<file path="src/sv/icsmu_pkg.sv">
`default_nettype none
package icsmu_pkg;

	localparam int SCRATCH_BYTES = 4096;
	localparam int ADDR_W = $clog2(SCRATCH_BYTES);
	localparam int MAX_MATCH = 255;
	localparam int COUNT_W = $clog2(MAX_MATCH + 1);
	localparam int VALUE_W = 64;
	localparam int WADDR_W = 12;
	localparam int BYTE_W = 8;

	typedef enum logic [2:0] {
		OP_LT    = 3'd0,
		OP_GT    = 3'd1,
		OP_EQ    = 3'd2,
		OP_MATCH = 3'd3
	} op_t;

	typedef enum logic {
		REQ_WRITE   = 1'b0,
		REQ_COMPARE = 1'b1
	} req_t;

	// controller to datapath
	typedef struct packed {
		logic clr;    // zero one scratchpad byte
		logic wr;     // store the request byte
		logic cap;    // capture compare request
		logic adv;    // advance both walk pointers
		logic cnt;    // count one matched pair
		logic fin;    // close the walk
		logic load;   // move the result to the output register
	} dp_cmd_t;

	// datapath to controller
	typedef struct packed {
		logic clr_last;
		logic is_cmp;
		logic is_match;
		logic eq;
		logic count_last;
	} dp_sts_t;

endpackage
`default_nettype wire

</file>
<file path="src/sv/icsmu_ctrl.sv">
`default_nettype none
module icsmu_ctrl (
	input  logic                clk,
	input  logic                arst_n,
	input  logic                in_valid,
	output logic                in_stall,
	output logic                out_valid,
	input  logic                out_stall,
	input  icsmu_pkg::dp_sts_t  sts,
	output icsmu_pkg::dp_cmd_t  cmd
);
	import icsmu_pkg::*;

	typedef enum logic [4:0] {
		S_CLEAR = 5'b00001,
		S_IDLE  = 5'b00010,
		S_FETCH = 5'b00100,
		S_WALK  = 5'b01000,
		S_EMIT  = 5'b10000
	} state_t;

	state_t state_q;
	state_t state_d;
	logic   out_valid_q;
	logic   out_valid_d;

	assign in_stall  = (state_q != S_IDLE);
	assign out_valid = out_valid_q;

	always_comb begin
		cmd = '0;
		state_d = state_q;
		case (state_q)
			S_CLEAR: begin
				cmd.clr = 1'b1;
				if (sts.clr_last) begin
					state_d = S_IDLE;
				end
			end
			S_IDLE: begin
				if (in_valid) begin
					if (!sts.is_cmp) begin
						cmd.wr = 1'b1;
					end else begin
						cmd.cap = 1'b1;
						state_d = sts.is_match ? S_FETCH : S_EMIT;
					end
				end
			end
			S_FETCH: begin
				cmd.adv = 1'b1;
				state_d = S_WALK;
			end
			S_WALK: begin
				// next pair is already being read while this one is checked
				if (sts.eq && !sts.count_last) begin
					cmd.adv = 1'b1;
					cmd.cnt = 1'b1;
				end else begin
					cmd.fin = 1'b1;
					state_d = S_EMIT;
				end
			end
			S_EMIT: begin
				if (!out_valid_q || !out_stall) begin
					cmd.load = 1'b1;
					state_d = S_IDLE;
				end
			end
			default: begin
				state_d = S_IDLE;
			end
		endcase
	end

	always_comb begin
		if (cmd.load) begin
			out_valid_d = 1'b1;
		end else begin
			out_valid_d = out_valid_q && out_stall;
		end
	end

	always_ff @(posedge clk or negedge arst_n) begin
		if (!arst_n) begin
			state_q     <= S_CLEAR;
			out_valid_q <= 1'b0;
		end else begin
			state_q     <= state_d;
			out_valid_q <= out_valid_d;
		end
	end

endmodule
`default_nettype wire

</file>
<file path="config.mk">
export PLATFORM = sky130hd
export DESIGN_NAME = icsmu_ctrl
export DESIGN_NICKNAME = d
export VERILOG_FILES = /design/src/sv/icsmu_pkg.sv /design/src/sv/icsmu_ctrl.sv
export SDC_FILE = /design/constraint.sdc
export NUM_CORES = 1
export LEC_CHECK = 0
export BUFFER_PORTS_ARGS = -buffer_cell sky130_fd_sc_hd__buf_2
export CAP_MARGIN = 20
export CORE_AREA = 2 2 39 41
export DETAILED_ROUTE_END_ITERATION = 8
export DIE_AREA = 0 0 41 43
export GPL_TIMING_DRIVEN = 0
export PLACE_DENSITY = 0.52
export REMOVE_ABC_BUFFERS = 1
export SLEW_MARGIN = 25
export SYNTH_ARGS = -nofsm -noshare
export SYNTH_HDL_FRONTEND = slang
export SYNTH_SLANG_ARGS = --single-unit
export TNS_END_PERCENT = 30
</file>
<file path="constraint.sdc">
create_clock -name clk -period 1.45 [get_ports clk]
set_input_delay 0.0725 -clock clk [delete_from_list [all_inputs] [get_ports clk]]
set_output_delay 0.0725 -clock clk [all_outputs]
set_load 0.01 [all_outputs]
</file>
==> results.yml <==
place:
  gpl.final_weighted_congestion: 0.813
  hpwlAfterDp_um: 679
  dpl_cell_area_um2: 470
  portBuffers: 17
floorplan:
  initial_utilization_pct: 26.4
  floorplan.io_pins: 18
  die_y_um: 43
  die_area_um2: 1760
  coreArea_um2: 1380
  rows: 14
  die_w_um: 41
yosys:
  ys_ff_latch: 6
  syn-cell-area_um2: 365
  synth_seq_area_share_pct: 41.4
  netlist.area_leader.share_pct: 34.2
  yosysUniqueCellTypes: 21
  synth.top_cells.by_area: "dfrtp_1, dfstp_2, a21oi_1, nor2b_1, nand3_1"
  postSynthCellCount: 43
  synth_top_area_cell: "dfrtp_1"
  ys_warns: 0
  syn_area_per_cell_um2: 8.50
cells_and_area:
  flow.area_growth_from_synthesis_pct: 46.6
  final_antenna_diode_count: 0
  fillers: 136
  net_count_reported_at_finish: 78
  final_core_util_pct: 38.7
  layout.cell_area.non_filler_um2: 536
  most-common-layout-cells: "buf_2, dfrtp_1, nor2_1, nand2_1"
  layout.cells.most_common: "buf_2"
  drive_above_1_share_pct: 39.7
  total_area_of_multi_input_combinational_cells_um2: 210
  register_area_um2: 151
global_route:
  pin_count_of_the_biggest_net_entering_global_routing: 7
  grtUsageTotal_pct: 12.0
  grt.overflow.total: 0
  number_of_antenna_violations_at_the_first_check_in_global_routing: 0
  grt_first_pass_wirelength_um: 1440
  first_global_vias: 390
clock_network:
  cts.reportedPaths.clkPinSlew_ps: 50
  htree_levels: 1
  worst_skew_pair.late_latency_ps: 250
  cts_tree: "built"
  clock_sink_count: 6
  cts_root_buf: "clkbuf_4"
  clk_path_buf_depth: 2
  cts_buffers: 3
power_and_ir_drop:
  power-per-cell-area_nw_per_um2: 1430
  internal_power_mw: 0.476
  ir_drop_mv: 0.866
  post-layout-total-power_mw: 0.766
  power.clock.fraction_pct: 21.6
  share_of_total_power_consumed_by_net_switching_pct: 37.9
  total_switching_power_mw: 0.291
  power_frac_comb_pct: 45.6
  p_leak_nw: 0.265
  power.share.sequential_pct: 32.8
worst_setup_path:
  r2r-end: "state_q[4]"
  timing_worst_setup_path_type: "reg -> out"
  setup.reg_to_reg.worst_slack_ps: 0
  rr_worst_depth: 4
  slowest_delay_ps: 390
  critical_path_peak_fanout: 4
  critical_path.n_buffers_inverters: 1
  cp_cell_sequence: "or3_4, or2_4, a21oi_2, buf_2"
  endpoint_kind: "output port"
  timing.critical_path.max_delay_family: "simple AND/OR/NAND/NOR gates"
  slowest_stage: "dfrtp_1"
  critical_path_arrival_ps: 1500
  worst_r2r_startpoint: "state_q[3]"
  crit_required_ps: 1380
  timing.critical_path.from_type: "flop"
routing:
  route.detailed.drc: 0
  totalWireLength_um: 846
  antenna_violating_nets_left: 0
  vias: 388
  drt_pre_antenna_iters: 3
  initialDrtViolationCount: 3
  routedWlPerCell_um: 10.1
  via_per_inst: 4.62
sta:
  setup_violations: 3
  clock_skew_ps: 5.88
  finalWorstPathRequiredPeriod_ps: 1570
  postLayoutSetupSlackWorst_ps: -125
  final-max-slew-violation-count: 0
  worst_pin_slew_ps: 278
  timing.max_slew.rel_slack_pct: 81.3
  hold_viol: 0
  rsz0062_at_grt: "true"
  fmax_mhz: 635
  layout_worst_path_cycle_share_pct: 109
job:
  number_of_max_capacitance_violations_reported: 0
hold_path:
  hold_end: "state_q[2]"
  hold_path.class: "in -> reg"
  hold_path.startpoint: "sts[2]"
  hold_path_depth: 3
status:
  failed_checks: "negative setup slack"
  run_status: "finished, violations left"
==> worst max path at each step <==
stage,start,endpoint,slack (ps),depth (start not counted)
after floorplan,state_q[2],cmd[0],130,3
after global placement,state_q[2],cmd[0],60,4
after detailed placement,state_q[2],cmd[0],60,4
after CTS,state_q[3],cmd[0],-130,4
after global routing,state_q[3],cmd[0],-190,4
final,state_q[3],cmd[0],-120,4
==> per-stage QoR <==
step | TNS [ps] | worst slack [ps] | hold slack, ps | std cells
floorplan | 0 | 131 | -223 | 43
global placement | 0 | 59.7 | -98.4 | 76
detailed placement | 0 | 62.9 | -97.0 | 76
CTS | -179 | -125 | 56.9 | 84
global route | -612 | -195 | 64.2 | 84
finish | -147 | -125 | 60.6 | 84
==> synth_stat cells <==
cell and number:
nor2b_1 3, or2_4 1, o22a_1 1, or3_1 1, nand2b_1 2, nand3_1 3
and2_1 1, o21ai_0 2, or3_4 1, dfstp_2 1, a21oi_1 4, nand2_1 4
inv_1 2, nor3b_1 1, nor3_1 3, o22ai_2 1, nor2_1 4, o221ai_1 1
dfrtp_1 5, o21a_1 1, or2b_1 1
==> registers in the layout, summed over array words and instances, names as in the netlist <==
register	count
state_q	5
out_valid	1
==> worst min-delay path: cells and delay by family <==
family	cells	cell delay, ps
buffers and inverters	2	150
and+or+nand+nor	1	40
==> what timing repair did <==
action	CTS	global route
resized for setup	1	0
hold buffers	2	0
setup endpoints to repair	1	7
buffers inserted	2	0
pin swaps	2	0
endpoints found under the hold margin	7	0
==> metal layers <==
| metal | share of wire, % | global-route usage [%] |
|---|---|---|
| met5 | 0 | 0 |
| met3 | 5.6 | 6.28 |
| met4 | 0 | 2.00 |
| met2 | 49 | 18.4 |
| met1 | 45 | 14.9 |
==> cells by family (layout without fill, tap and decap cells) <==
kind of cell           Yosys count  in the layout  share of synthesized area [%]
AOI/OAI and AO/OA               10             10                           18.5
buffers and inverters            2             27                           2.06
and+or+nand+nor                 25             25                           38.0
DFF                              6              6                           41.4
==> power by group through the flow <==
stage	Clock, mW	Sequential, mW	Combinational (mW)
finish	0.165	0.252	0.350
global route	0.187	0.262	0.387
CTS	0.172	0.252	0.354
detailed placement	0	0.253	0.329
global placement	0	0.253	0.330
floorplan	0	0.248	0.229
==> final cells by class <==
class | count | area share [%]
inverters | 2 | 1.40
clock buffers | 4 | 4.91
multi-input cells | 35 | 39.3
repair buffers | 21 | 22.4
well taps | 16 | 3.74
flip-flops and latches | 6 | 28.3
(Power assumes the default switching activity.)
